**src/rtl/qtve_pkg.sv**
```systemverilog
// ----------------------------------------------------------------------------
// qtve_pkg
// Shared types and constants for the query token value extractor.
// ----------------------------------------------------------------------------
package qtve_pkg;

  localparam int unsigned NAME_CHARS = 16;
  localparam int unsigned NAME_IDX_W = $clog2(NAME_CHARS);
  localparam int unsigned LEN_W      = 5;
  localparam int unsigned CFG_IDX_W  = 2;
  localparam int unsigned CFG_DATA_W = 64;

  localparam logic [7:0] CH_NUL   = 8'h00;
  localparam logic [7:0] CH_LF    = 8'h0A;
  localparam logic [7:0] CH_AMP   = 8'h26;
  localparam logic [7:0] CH_SEMI  = 8'h3B;
  localparam logic [7:0] CH_EQ    = 8'h3D;
  localparam logic [7:0] CH_QUEST = 8'h3F;

  typedef enum logic [2:0] {
    PH_SEARCH  = 3'b001,
    PH_CAPTURE = 3'b010,
    PH_DONE    = 3'b100
  } phase_e;

  typedef enum logic [CFG_IDX_W-1:0] {
    CFG_NAME_LOW  = 2'd0,
    CFG_NAME_HIGH = 2'd1,
    CFG_NAME_LEN  = 2'd2
  } cfg_idx_e;

  typedef logic [NAME_CHARS-1:0][7:0] name_t;

  typedef struct packed {
    logic shift;
    logic clr;
  } win_ctrl_t;

  typedef struct packed {
    logic amp_wr;
    logic q_wr;
    logic load;
    logic load_q;
    logic drain_shift;
  } val_ctrl_t;

endpackage

```
**src/rtl/qtve_intf.sv**
```systemverilog
// ----------------------------------------------------------------------------
// qtve interfaces
// Text input, value output and configuration write channels.
// ----------------------------------------------------------------------------
interface qtve_in_if;
  logic       valid;
  logic       ready;
  logic [7:0] text_byte;
  logic       end_of_text;

  modport source (output valid, output text_byte, output end_of_text, input ready);
  modport sink   (input valid, input text_byte, input end_of_text, output ready);
endinterface

interface qtve_out_if;
  logic       valid;
  logic       ready;
  logic [7:0] value_byte;
  logic       byte_valid;
  logic       found;
  logic       via_question;
  logic       last;

  modport source (output valid, output value_byte, output byte_valid, output found,
                  output via_question, output last, input ready);
  modport sink   (input valid, input value_byte, input byte_valid, input found,
                  input via_question, input last, output ready);
endinterface

interface qtve_cfg_if;
  logic        valid;
  logic        ready;
  logic [1:0]  index;
  logic [63:0] data;

  modport source (output valid, output index, output data, input ready);
  modport sink   (input valid, input index, input data, output ready);
endinterface

```
**src/rtl/qtve_win_cell.sv**
```systemverilog
// ----------------------------------------------------------------------------
// qtve_win_cell
// One position of the recent-byte window with its pattern compare.
// ----------------------------------------------------------------------------
module qtve_win_cell
  import qtve_pkg::*;
#(
  parameter int unsigned IDX = 0
) (
  input  logic             clk_i,
  input  logic             rst_ni,
  input  win_ctrl_t        ctrl_i,
  input  logic [7:0]       byte_i,
  input  name_t            name_i,
  input  logic [LEN_W-1:0] len_i,
  output logic [7:0]       byte_o,
  output logic             amp_ok_o,
  output logic             q_ok_o
);

  localparam logic [LEN_W-1:0] Pos = LEN_W'(IDX);

  logic [7:0]            byte_q;
  logic [LEN_W-1:0]      off;
  logic [NAME_IDX_W-1:0] sel;
  logic                  name_hit;

  always_ff @(posedge clk_i or negedge rst_ni) begin
    if (!rst_ni) begin
      byte_q <= 8'h00;
    end else if (ctrl_i.clr) begin
      byte_q <= 8'h00;
    end else if (ctrl_i.shift) begin
      byte_q <= byte_i;
    end
  end

  assign off      = len_i - Pos - LEN_W'(1);
  assign sel      = off[NAME_IDX_W-1:0];
  assign name_hit = (byte_q == name_i[sel]);

  always_comb begin
    if (Pos < len_i) begin
      amp_ok_o = name_hit;
      q_ok_o   = name_hit;
    end else if (Pos == len_i) begin
      amp_ok_o = (byte_q == CH_AMP);
      q_ok_o   = (byte_q == CH_QUEST);
    end else begin
      amp_ok_o = 1'b1;
      q_ok_o   = 1'b1;
    end
  end

  assign byte_o = byte_q;

endmodule

```
**src/rtl/qtve_val_cell.sv**
```systemverilog
// ----------------------------------------------------------------------------
// qtve_val_cell
// One value position: both capture bytes and the output drain byte.
// ----------------------------------------------------------------------------
module qtve_val_cell
  import qtve_pkg::*;
#(
  parameter int unsigned IDX = 0,
  parameter int unsigned CW  = 5
) (
  input  logic          clk_i,
  input  val_ctrl_t     ctrl_i,
  input  logic [CW-1:0] amp_cnt_i,
  input  logic [CW-1:0] q_cnt_i,
  input  logic [7:0]    byte_i,
  input  logic [7:0]    drain_i,
  output logic [7:0]    drain_o
);

  logic [7:0] amp_q;
  logic [7:0] q_q;
  logic [7:0] drain_q;
  logic       amp_we;
  logic       q_we;
  logic [7:0] src;

  assign amp_we = ctrl_i.amp_wr && (amp_cnt_i == CW'(IDX));
  assign q_we   = ctrl_i.q_wr && (q_cnt_i == CW'(IDX));

  always_comb begin
    if (ctrl_i.load_q) begin
      src = q_we ? byte_i : q_q;
    end else begin
      src = amp_we ? byte_i : amp_q;
    end
  end

  always_ff @(posedge clk_i) begin
    if (amp_we) begin
      amp_q <= byte_i;
    end
    if (q_we) begin
      q_q <= byte_i;
    end
    if (ctrl_i.load) begin
      drain_q <= src;
    end else if (ctrl_i.drain_shift) begin
      drain_q <= drain_i;
    end
  end

  assign drain_o = drain_q;

endmodule

```
**src/rtl/query_token_value_extractor.sv**
```systemverilog
// ----------------------------------------------------------------------------
// query_token_value_extractor
// Finds &name= / ?name= in a byte stream and returns the value that follows.
// ----------------------------------------------------------------------------
// Usage:
//   text_i  : one text byte per transfer, end_of_text on the final byte.
//   value_o : value bytes, one per transfer, last set on the final one; a
//             lone transfer with byte_valid low when nothing was captured.
//   cfg_i   : register writes (name bytes, name length), always ready; write
//             only while no run is pending.
// Throughput is one text byte per cycle: the window compare and capture
// update of a byte complete in the cycle it is transferred. A byte that ends
// the text (NUL or end_of_text) copies the captured value into the drain
// chain; the run starts on value_o the next cycle and moves one byte per
// cycle. Text keeps flowing while a run drains; only a further ending byte
// waits (ready low) until the last byte of the previous run is taken, so a
// stalled receiver holds back text at the next text end only.
// Reset clears the window, the capture phases and counts and any pending
// run; name registers return to zero with length one.
// ----------------------------------------------------------------------------
module query_token_value_extractor
  import qtve_pkg::*;
#(
  parameter int unsigned MAX_NAME  = 16,
  parameter int unsigned MAX_VALUE = 30
) (
  input  logic clk_i,
  input  logic rst_ni,
  qtve_in_if.sink    text_i,
  qtve_out_if.source value_o,
  qtve_cfg_if.sink   cfg_i
);

  localparam int unsigned WinDepth = MAX_NAME + 1;
  localparam int unsigned CW       = $clog2(MAX_VALUE + 1);

  logic [63:0]      name_lo_q;
  logic [63:0]      name_hi_q;
  logic [LEN_W-1:0] len_q;
  logic [LEN_W-1:0] len_eff;
  name_t            name;

  logic             closed_q, closed_d;
  phase_e           amp_ph_q, amp_ph_d, amp_ph_u;
  phase_e           q_ph_q, q_ph_d, q_ph_u;
  logic [CW-1:0]    amp_cnt_q, amp_cnt_d, amp_cnt_u;
  logic [CW-1:0]    q_cnt_q, q_cnt_d, q_cnt_u;

  logic             busy_q;
  logic [CW-1:0]    rem_q;
  logic             found_q, viaq_q, empty_q;

  logic [7:0]       c;
  logic             eot, in_fire, out_fire, cfg_fire;
  logic             live, is_nul, term, would_emit, step, emit_go;
  logic             amp_cap, q_cap, amp_match, q_match;
  logic             amp_found, q_found, via_q, last;
  logic [CW-1:0]    sel_cnt;

  win_ctrl_t        win_ctrl;
  val_ctrl_t        val_ctrl;

  logic [WinDepth-1:0][7:0] win_byte;
  logic [WinDepth-1:0]      amp_ok, q_ok;
  logic [MAX_VALUE-1:0][7:0] drain;

  // configuration
  assign cfg_i.ready = 1'b1;
  assign cfg_fire    = cfg_i.valid && cfg_i.ready;

  always_ff @(posedge clk_i or negedge rst_ni) begin
    if (!rst_ni) begin
      name_lo_q <= '0;
      name_hi_q <= '0;
      len_q     <= LEN_W'(1);
    end else if (cfg_fire) begin
      case (cfg_idx_e'(cfg_i.index))
        CFG_NAME_LOW:  name_lo_q <= cfg_i.data;
        CFG_NAME_HIGH: name_hi_q <= cfg_i.data;
        CFG_NAME_LEN:  len_q     <= cfg_i.data[LEN_W-1:0];
        default: ;
      endcase
    end
  end

  assign name    = {name_hi_q, name_lo_q};
  assign len_eff = (len_q > LEN_W'(MAX_NAME)) ? LEN_W'(MAX_NAME) : len_q;

  // input side
  assign c          = text_i.text_byte;
  assign eot        = text_i.end_of_text;
  assign live       = !closed_q;
  assign is_nul     = (c == CH_NUL);
  assign would_emit = live && (is_nul || eot);
  assign text_i.ready = !would_emit || !busy_q || (out_fire && last);
  assign in_fire    = text_i.valid && text_i.ready;
  assign step       = in_fire && live && !is_nul;
  assign emit_go    = in_fire && would_emit;

  always_comb begin
    term = 1'b0;
    if (c inside {CH_AMP, CH_SEMI, CH_LF}) begin
      term = 1'b1;
    end
  end

  // window chain
  assign win_ctrl.shift = step;
  assign win_ctrl.clr   = in_fire && eot;

  for (genvar i = 0; i < WinDepth; i++) begin : g_win
    logic [7:0] b_in;
    if (i == 0) begin : g_head
      assign b_in = c;
    end else begin : g_link
      assign b_in = win_byte[i-1];
    end
    qtve_win_cell #(.IDX(i)) u_cell (
      .clk_i    (clk_i),
      .rst_ni   (rst_ni),
      .ctrl_i   (win_ctrl),
      .byte_i   (b_in),
      .name_i   (name),
      .len_i    (len_eff),
      .byte_o   (win_byte[i]),
      .amp_ok_o (amp_ok[i]),
      .q_ok_o   (q_ok[i])
    );
  end

  assign amp_match = (c == CH_EQ) && (&amp_ok);
  assign q_match   = (c == CH_EQ) && (&q_ok);

  // capture control
  assign amp_cap = step && (amp_ph_q == PH_CAPTURE);
  assign q_cap   = step && (q_ph_q == PH_CAPTURE);

  always_comb begin
    amp_ph_u  = amp_ph_q;
    amp_cnt_u = amp_cnt_q;
    if (amp_cap) begin
      if (term) begin
        amp_ph_u = PH_DONE;
      end else begin
        amp_cnt_u = amp_cnt_q + CW'(1);
        if (amp_cnt_u == CW'(MAX_VALUE)) begin
          amp_ph_u = PH_DONE;
        end
      end
    end
    if (step && (amp_ph_q == PH_SEARCH) && amp_match) begin
      amp_ph_u = PH_CAPTURE;
    end
  end

  always_comb begin
    q_ph_u  = q_ph_q;
    q_cnt_u = q_cnt_q;
    if (q_cap) begin
      if (term) begin
        q_ph_u = PH_DONE;
      end else begin
        q_cnt_u = q_cnt_q + CW'(1);
        if (q_cnt_u == CW'(MAX_VALUE)) begin
          q_ph_u = PH_DONE;
        end
      end
    end
    if (step && (q_ph_q == PH_SEARCH) && q_match) begin
      q_ph_u = PH_CAPTURE;
    end
  end

  always_comb begin
    closed_d  = closed_q;
    amp_ph_d  = amp_ph_q;
    q_ph_d    = q_ph_q;
    amp_cnt_d = amp_cnt_q;
    q_cnt_d   = q_cnt_q;
    if (in_fire) begin
      if (eot) begin
        closed_d  = 1'b0;
        amp_ph_d  = PH_SEARCH;
        q_ph_d    = PH_SEARCH;
        amp_cnt_d = '0;
        q_cnt_d   = '0;
      end else begin
        closed_d  = closed_q || is_nul;
        amp_ph_d  = amp_ph_u;
        q_ph_d    = q_ph_u;
        amp_cnt_d = amp_cnt_u;
        q_cnt_d   = q_cnt_u;
      end
    end
  end

  always_ff @(posedge clk_i or negedge rst_ni) begin
    if (!rst_ni) begin
      closed_q  <= 1'b0;
      amp_ph_q  <= PH_SEARCH;
      q_ph_q    <= PH_SEARCH;
      amp_cnt_q <= '0;
      q_cnt_q   <= '0;
    end else begin
      closed_q  <= closed_d;
      amp_ph_q  <= amp_ph_d;
      q_ph_q    <= q_ph_d;
      amp_cnt_q <= amp_cnt_d;
      q_cnt_q   <= q_cnt_d;
    end
  end

  // run selection
  assign amp_found = (amp_ph_u != PH_SEARCH);
  assign q_found   = (q_ph_u != PH_SEARCH);
  assign via_q     = !amp_found && q_found;

  always_comb begin
    if (amp_found) begin
      sel_cnt = amp_cnt_u;
    end else if (q_found) begin
      sel_cnt = q_cnt_u;
    end else begin
      sel_cnt = '0;
    end
  end

  // value chain
  assign last     = empty_q || (rem_q == CW'(1));
  assign out_fire = value_o.valid && value_o.ready;

  assign val_ctrl.amp_wr      = amp_cap && !term;
  assign val_ctrl.q_wr        = q_cap && !term;
  assign val_ctrl.load        = emit_go;
  assign val_ctrl.load_q      = via_q;
  assign val_ctrl.drain_shift = out_fire && !last;

  for (genvar k = 0; k < MAX_VALUE; k++) begin : g_val
    logic [7:0] d_in;
    if (k == MAX_VALUE - 1) begin : g_tail
      assign d_in = 8'h00;
    end else begin : g_link
      assign d_in = drain[k+1];
    end
    qtve_val_cell #(.IDX(k), .CW(CW)) u_cell (
      .clk_i     (clk_i),
      .ctrl_i    (val_ctrl),
      .amp_cnt_i (amp_cnt_q),
      .q_cnt_i   (q_cnt_q),
      .byte_i    (c),
      .drain_i   (d_in),
      .drain_o   (drain[k])
    );
  end

  always_ff @(posedge clk_i or negedge rst_ni) begin
    if (!rst_ni) begin
      busy_q  <= 1'b0;
      rem_q   <= '0;
      found_q <= 1'b0;
      viaq_q  <= 1'b0;
      empty_q <= 1'b0;
    end else if (emit_go) begin
      busy_q  <= 1'b1;
      rem_q   <= sel_cnt;
      found_q <= amp_found || q_found;
      viaq_q  <= via_q;
      empty_q <= (sel_cnt == '0);
    end else if (out_fire) begin
      if (last) begin
        busy_q <= 1'b0;
      end else begin
        rem_q <= rem_q - CW'(1);
      end
    end
  end

  assign value_o.valid        = busy_q;
  assign value_o.value_byte   = empty_q ? 8'h00 : drain[0];
  assign value_o.byte_valid   = !empty_q;
  assign value_o.found        = found_q;
  assign value_o.via_question = viaq_q;
  assign value_o.last         = last;

endmodule

```
**src/flat_wrapper.sv**
```systemverilog
// flat-port wrapper written by rule: the top's interface ports become plain ports
module query_token_value_extractor_flat import qtve_pkg::*;
#(
  parameter int unsigned MAX_NAME  = 16,
  parameter int unsigned MAX_VALUE = 30
)
  (clk_i, rst_ni, text_i_valid, text_i_text_byte, text_i_end_of_text, text_i_ready, value_o_valid, value_o_value_byte, value_o_byte_valid, value_o_found, value_o_via_question, value_o_last, value_o_ready, cfg_i_valid, cfg_i_index, cfg_i_data, cfg_i_ready);
  qtve_in_if text_i_i ();
  qtve_out_if value_o_i ();
  qtve_cfg_if cfg_i_i ();
  input  logic clk_i;
  input  logic rst_ni;
  input wire logic [$bits(text_i_i.valid)-1:0] text_i_valid;
  input wire logic [$bits(text_i_i.text_byte)-1:0] text_i_text_byte;
  input wire logic [$bits(text_i_i.end_of_text)-1:0] text_i_end_of_text;
  output wire logic [$bits(text_i_i.ready)-1:0] text_i_ready;
  output wire logic [$bits(value_o_i.valid)-1:0] value_o_valid;
  output wire logic [$bits(value_o_i.value_byte)-1:0] value_o_value_byte;
  output wire logic [$bits(value_o_i.byte_valid)-1:0] value_o_byte_valid;
  output wire logic [$bits(value_o_i.found)-1:0] value_o_found;
  output wire logic [$bits(value_o_i.via_question)-1:0] value_o_via_question;
  output wire logic [$bits(value_o_i.last)-1:0] value_o_last;
  input wire logic [$bits(value_o_i.ready)-1:0] value_o_ready;
  input wire logic [$bits(cfg_i_i.valid)-1:0] cfg_i_valid;
  input wire logic [$bits(cfg_i_i.index)-1:0] cfg_i_index;
  input wire logic [$bits(cfg_i_i.data)-1:0] cfg_i_data;
  output wire logic [$bits(cfg_i_i.ready)-1:0] cfg_i_ready;
  assign text_i_i.valid = text_i_valid;
  assign text_i_i.text_byte = text_i_text_byte;
  assign text_i_i.end_of_text = text_i_end_of_text;
  assign text_i_ready = text_i_i.ready;
  assign value_o_valid = value_o_i.valid;
  assign value_o_value_byte = value_o_i.value_byte;
  assign value_o_byte_valid = value_o_i.byte_valid;
  assign value_o_found = value_o_i.found;
  assign value_o_via_question = value_o_i.via_question;
  assign value_o_last = value_o_i.last;
  assign value_o_i.ready = value_o_ready;
  assign cfg_i_i.valid = cfg_i_valid;
  assign cfg_i_i.index = cfg_i_index;
  assign cfg_i_i.data = cfg_i_data;
  assign cfg_i_ready = cfg_i_i.ready;
  query_token_value_extractor #(.MAX_NAME(MAX_NAME), .MAX_VALUE(MAX_VALUE)) u_core (.clk_i(clk_i), .rst_ni(rst_ni), .text_i(text_i_i), .value_o(value_o_i), .cfg_i(cfg_i_i));
endmodule
```
**config.mk**
```make
export PLATFORM = sky130hd
export DESIGN_NAME = query_token_value_extractor_flat
export DESIGN_NICKNAME = d
export VERILOG_FILES = /design/src/rtl/qtve_pkg.sv /design/src/rtl/qtve_intf.sv /design/src/rtl/qtve_win_cell.sv /design/src/rtl/qtve_val_cell.sv /design/src/rtl/query_token_value_extractor.sv /design/src/flat_wrapper.sv
export SDC_FILE = /design/constraint.sdc
export NUM_CORES = 2
export LEC_CHECK = 0
export BUFFER_PORTS_ARGS = -buffer_cell sky130_fd_sc_hd__buf_4
export CORE_MARGIN = 2
export CORE_UTILIZATION = 30
export CTS_CLUSTER_SIZE = 25
export DETAILED_ROUTE_END_ITERATION = 16
export MAX_ROUTING_LAYER = met4
export PLACE_DENSITY_LB_ADDON = 0.15
export RECOVER_POWER = 50
export REMOVE_ABC_BUFFERS = 1
export SYNTH_ARGS = -nofsm -noshare
export SYNTH_HDL_FRONTEND = slang
export SYNTH_SLANG_ARGS = --single-unit
```
**constraint.sdc**
```tcl
create_clock -name clk_i -period 24.2 [get_ports clk_i]
set_input_delay 6.05 -clock clk_i [delete_from_list [all_inputs] [get_ports clk_i]]
set_output_delay 6.05 -clock clk_i [all_outputs]
set_load 0.005 [all_outputs]
```
==> results.sh <==
export IMPL_fin_crit_sh_pct=72.1
export IMPL_rows=152
export IMPL_cts_resized_gates=0
export IMPL_ys_seq_area_share_pct=46.7
export IMPL_cts_buffer_depth=3
export IMPL_syn_cell_area_um2=51800
export IMPL_die_area_um2=176000
export IMPL_io_pins=95
export IMPL_post_place_ws_ns=10.14
export IMPL_dp_hpwl_mm=117
export IMPL_syn_inst=4643
export IMPL_detail_route_iter0_violations=3237
export IMPL_drive_gt1_share_pct=23.2
export IMPL_clock_latency_ns=0.76
export IMPL_hp_class="register to register"
export IMPL_cts_tree="done"
export IMPL_cts_made_buffers=114
export IMPL_grt_pass1_vias=35866
export IMPL_grt_ovfl_total=0
export IMPL_cp_arrival_ns=17.55
export IMPL_viasPerCell=5.27
export IMPL_vias=36906
export IMPL_max_vdd_ir_drop_uv=58.1
export IMPL_maxSlewViolCount=951
export IMPL_initial_core_util_pct=30.2
export IMPL_fp_dieH_um=420
export IMPL_cellPowerDensity_nw_per_um2=101
export IMPL_fillCellCount=17358
export IMPL_htree_levels=3
export IMPL_critPathMaxStageDelay_ns=5.53
export IMPL_async_flop_share_pct=29.1
export IMPL_antenna_found_initial=5
export IMPL_syn_avg_cell_area_um2=11.2
export IMPL_hold_violations=0
export IMPL_cts_root_buf="clkbuf_16"
export IMPL_synth_ff_type="dfxtp_1"
export IMPL_setup_slack_ns=6.76
export IMPL_rsz0062_at_grt="no"
export IMPL_p_leak_nw=22.2
export IMPL_cp_slowest_cell="clkbuf_1"
export IMPL_violations="capacitance limit, slew limit"
export IMPL_final_setup_skew_ns=0.0751
export IMPL_min_period_ns=17.44
export IMPL_routed_wirelength_mm=173
export IMPL_synth_edf_count=240
export IMPL_post_cts_buffers=0
export IMPL_clk_pin_slew_worst_paths_ns=0.06
export IMPL_yosysWarnings=0
export IMPL_place_gp_congestion=0.983
export IMPL_cts_hold_buf=0
export IMPL_max_slew_margin_pct=-497
export IMPL_grt_max_degree=205
export IMPL_die_w_um=420
export IMPL_max_cap_violations=12
export IMPL_fmax_ghz=0.0573
export IMPL_synthToLayoutAreaGrowth_pct=12.3
export IMPL_firstDrtPassIters=5
export IMPL_crit_chain="clkbuf_1 -> or4_1 -> nor3_1 -> nor2_1 -> nor2_1 -> nand3_4 -> nand2_1 -> clkbuf_1"
export IMPL_critical_path_peak_fanout=120
export IMPL_fin_cells=7005
export IMPL_final_nets=4695
export IMPL_cp_start_kind="input port"
export IMPL_status="finished, violations left"
export IMPL_criticalPathCategory="input port to register"
export IMPL_critPathRequiredTime_ns=24.31
export IMPL_clock_sinks=1015
export IMPL_drc=0
export IMPL_fp_coreArea_um2=172000
export IMPL_post_place_cells=6781
export IMPL_io_buffers=93
export IMPL_r2r_slack_ns=13.18
export IMPL_final_antenna_net_count=0
export IMPL_synth_seq_cells=1015
export IMPL_grt_usage_pct=20.0
export IMPL_cp_end_kind="register"
export IMPL_grt_pass1_wl_mm=255
export IMPL_tightestPinTransition_ns=8.96
export IMPL_wl_per_cell_um=24.8
export IMPL_synth_distinct_cells=96
export IMPL_finalSetupViolCount=0
## layout make-up
cell class              instances  area, um2  area share [%]
inverters                      36        135           0.232
diodes                          7       17.5          0.0301
well taps                    2310       2890            4.96
flip-flops and latches       1015      24200            41.6
multi-input cells            3248      25900            44.4
repair buffers                172       1260            2.17
clock buffers                 170       3280            5.64
clock inverters                47        549           0.943
## synth_stat cells (all sizes together), types with 117 or more instances
library cell	count	share of area, %
xnor2	117	2.0
mux2	634	14
buf	122	1.8
dfxtp	480	19
nor2	152	1.1
clkbuf	222	1.6
a21oi	137	1.3
nand2	548	4.0
mux2i	536	10
dfrtp	292	14
o21ai	341	3.3
edfxtp	240	14
## flip-flops by register name, summed over array words and instances (netlist names), 64 cells and up
signal / cells
u_core.g_val.u_cell.amp_q: 240
u_core.g_val.u_cell.drain_o: 240
u_core.g_val.u_cell.q_q: 240
u_core.g_win.u_cell.byte_o: 136
u_core.name_hi_q: 64
u_core.name_lo_q: 64
## layer usage
metal	part of all wire (%)	GRT usage (%)	vias up
met4	2.6	5.49	0
met2	44	29.8	940
met5	0	-	-
met3	5.2	2.96	229
met1	48	28.1	18827
li1	-	-	16910
## logic make-up (layout without fill, tap and decap cells)
logic type | Yosys count | count (layout) | synth area share (%)
AOI/OAI and AO/OA | 770 | 770 | 9.21
adders and majority gates | 28 | 28 | 0.676
xor gates and xnor gates | 169 | 169 | 2.90
and+or+nand+nor | 1028 | 1028 | 9.19
muxes | 1252 | 1252 | 27.7
other | 1 | 8 | 0.00724
DFF | 1015 | 1015 | 46.7
buffers and inverters | 380 | 425 | 3.63
## where the power goes
group / leakage [nW] / switching [mW] / internal [mW]
logic: 10.4 / 1.26 / 0.701
registers: 9.94 / 0.172 / 2.00
clock network: 1.89 / 0.747 / 1.02
total: 22.2 / 2.18 / 3.72
## cells in the final DEF, fill, tap and decap left out, drive strengths merged, types with 59 or more instances in the layout
master / Yosys / layout
mux2: 634 / 634
nand2: 548 / 548
mux2i: 536 / 536
dfxtp: 480 / 480
o21ai: 341 / 341
dfrtp: 292 / 292
edfxtp: 240 / 240
clkbuf: 222 / 199
nor2: 152 / 152
buf: 122 / 143
a21oi: 137 / 137
xnor2: 117 / 117
mux4: 82 / 82
nand4: 65 / 65
nand3: 59 / 59
## path summary, 6_finish.rpt
check,from,end,cells past startpoint
hold reg to reg,u_core.g_val[26].u_cell.amp_q[5]$_DFF_P_,u_core.g_val[26].u_cell.amp_q[5]$_DFF_P_,1
max in group asynchronous,rst_ni,u_core.g_win[3].u_cell.byte_o[0]$_DFFE_PN0P_,2
min in group asynchronous,rst_ni,u_core.name_lo_q[15]$_DFFE_PN0P_,1
setup reg to reg,u_core.len_q[0]$_DFFE_PN1P_,u_core.g_val[5].u_cell.drain_o[3]$_DFFE_PP_,20
setup / recovery,text_i_text_byte[0],u_core.g_val[8].u_cell.drain_o[6]$_DFFE_PP_,8
hold / removal,u_core.g_val[26].u_cell.amp_q[5]$_DFF_P_,u_core.g_val[26].u_cell.amp_q[5]$_DFF_P_,1
## critical path, delay by kind of cell
kind                   cells  cell delay, ns
and+or+nand+nor            6            4.32
buffers and inverters      2            6.94
## per-stage QoR
stage / area [um2] / setup TNS [ns] / power, mW / util (%) / hold WS (ns)
detailed placement: 54500 / 0 / 4.12 / 31.8 / 0.455
finish: 58200 / 0 / 5.91 / 33.9 / 0.462
CTS: 58300 / 0 / 5.92 / 34.0 / 0.471
floorplan: 50100 / -1112.76 / 3.40 / - / 0.432
global placement: 54500 / 0 / 4.12 / 31.8 / 0.443
global route: 58200 / 0 / 6.16 / 33.9 / 0.480
No activity file was read; power rests on OpenSTA's default activity.
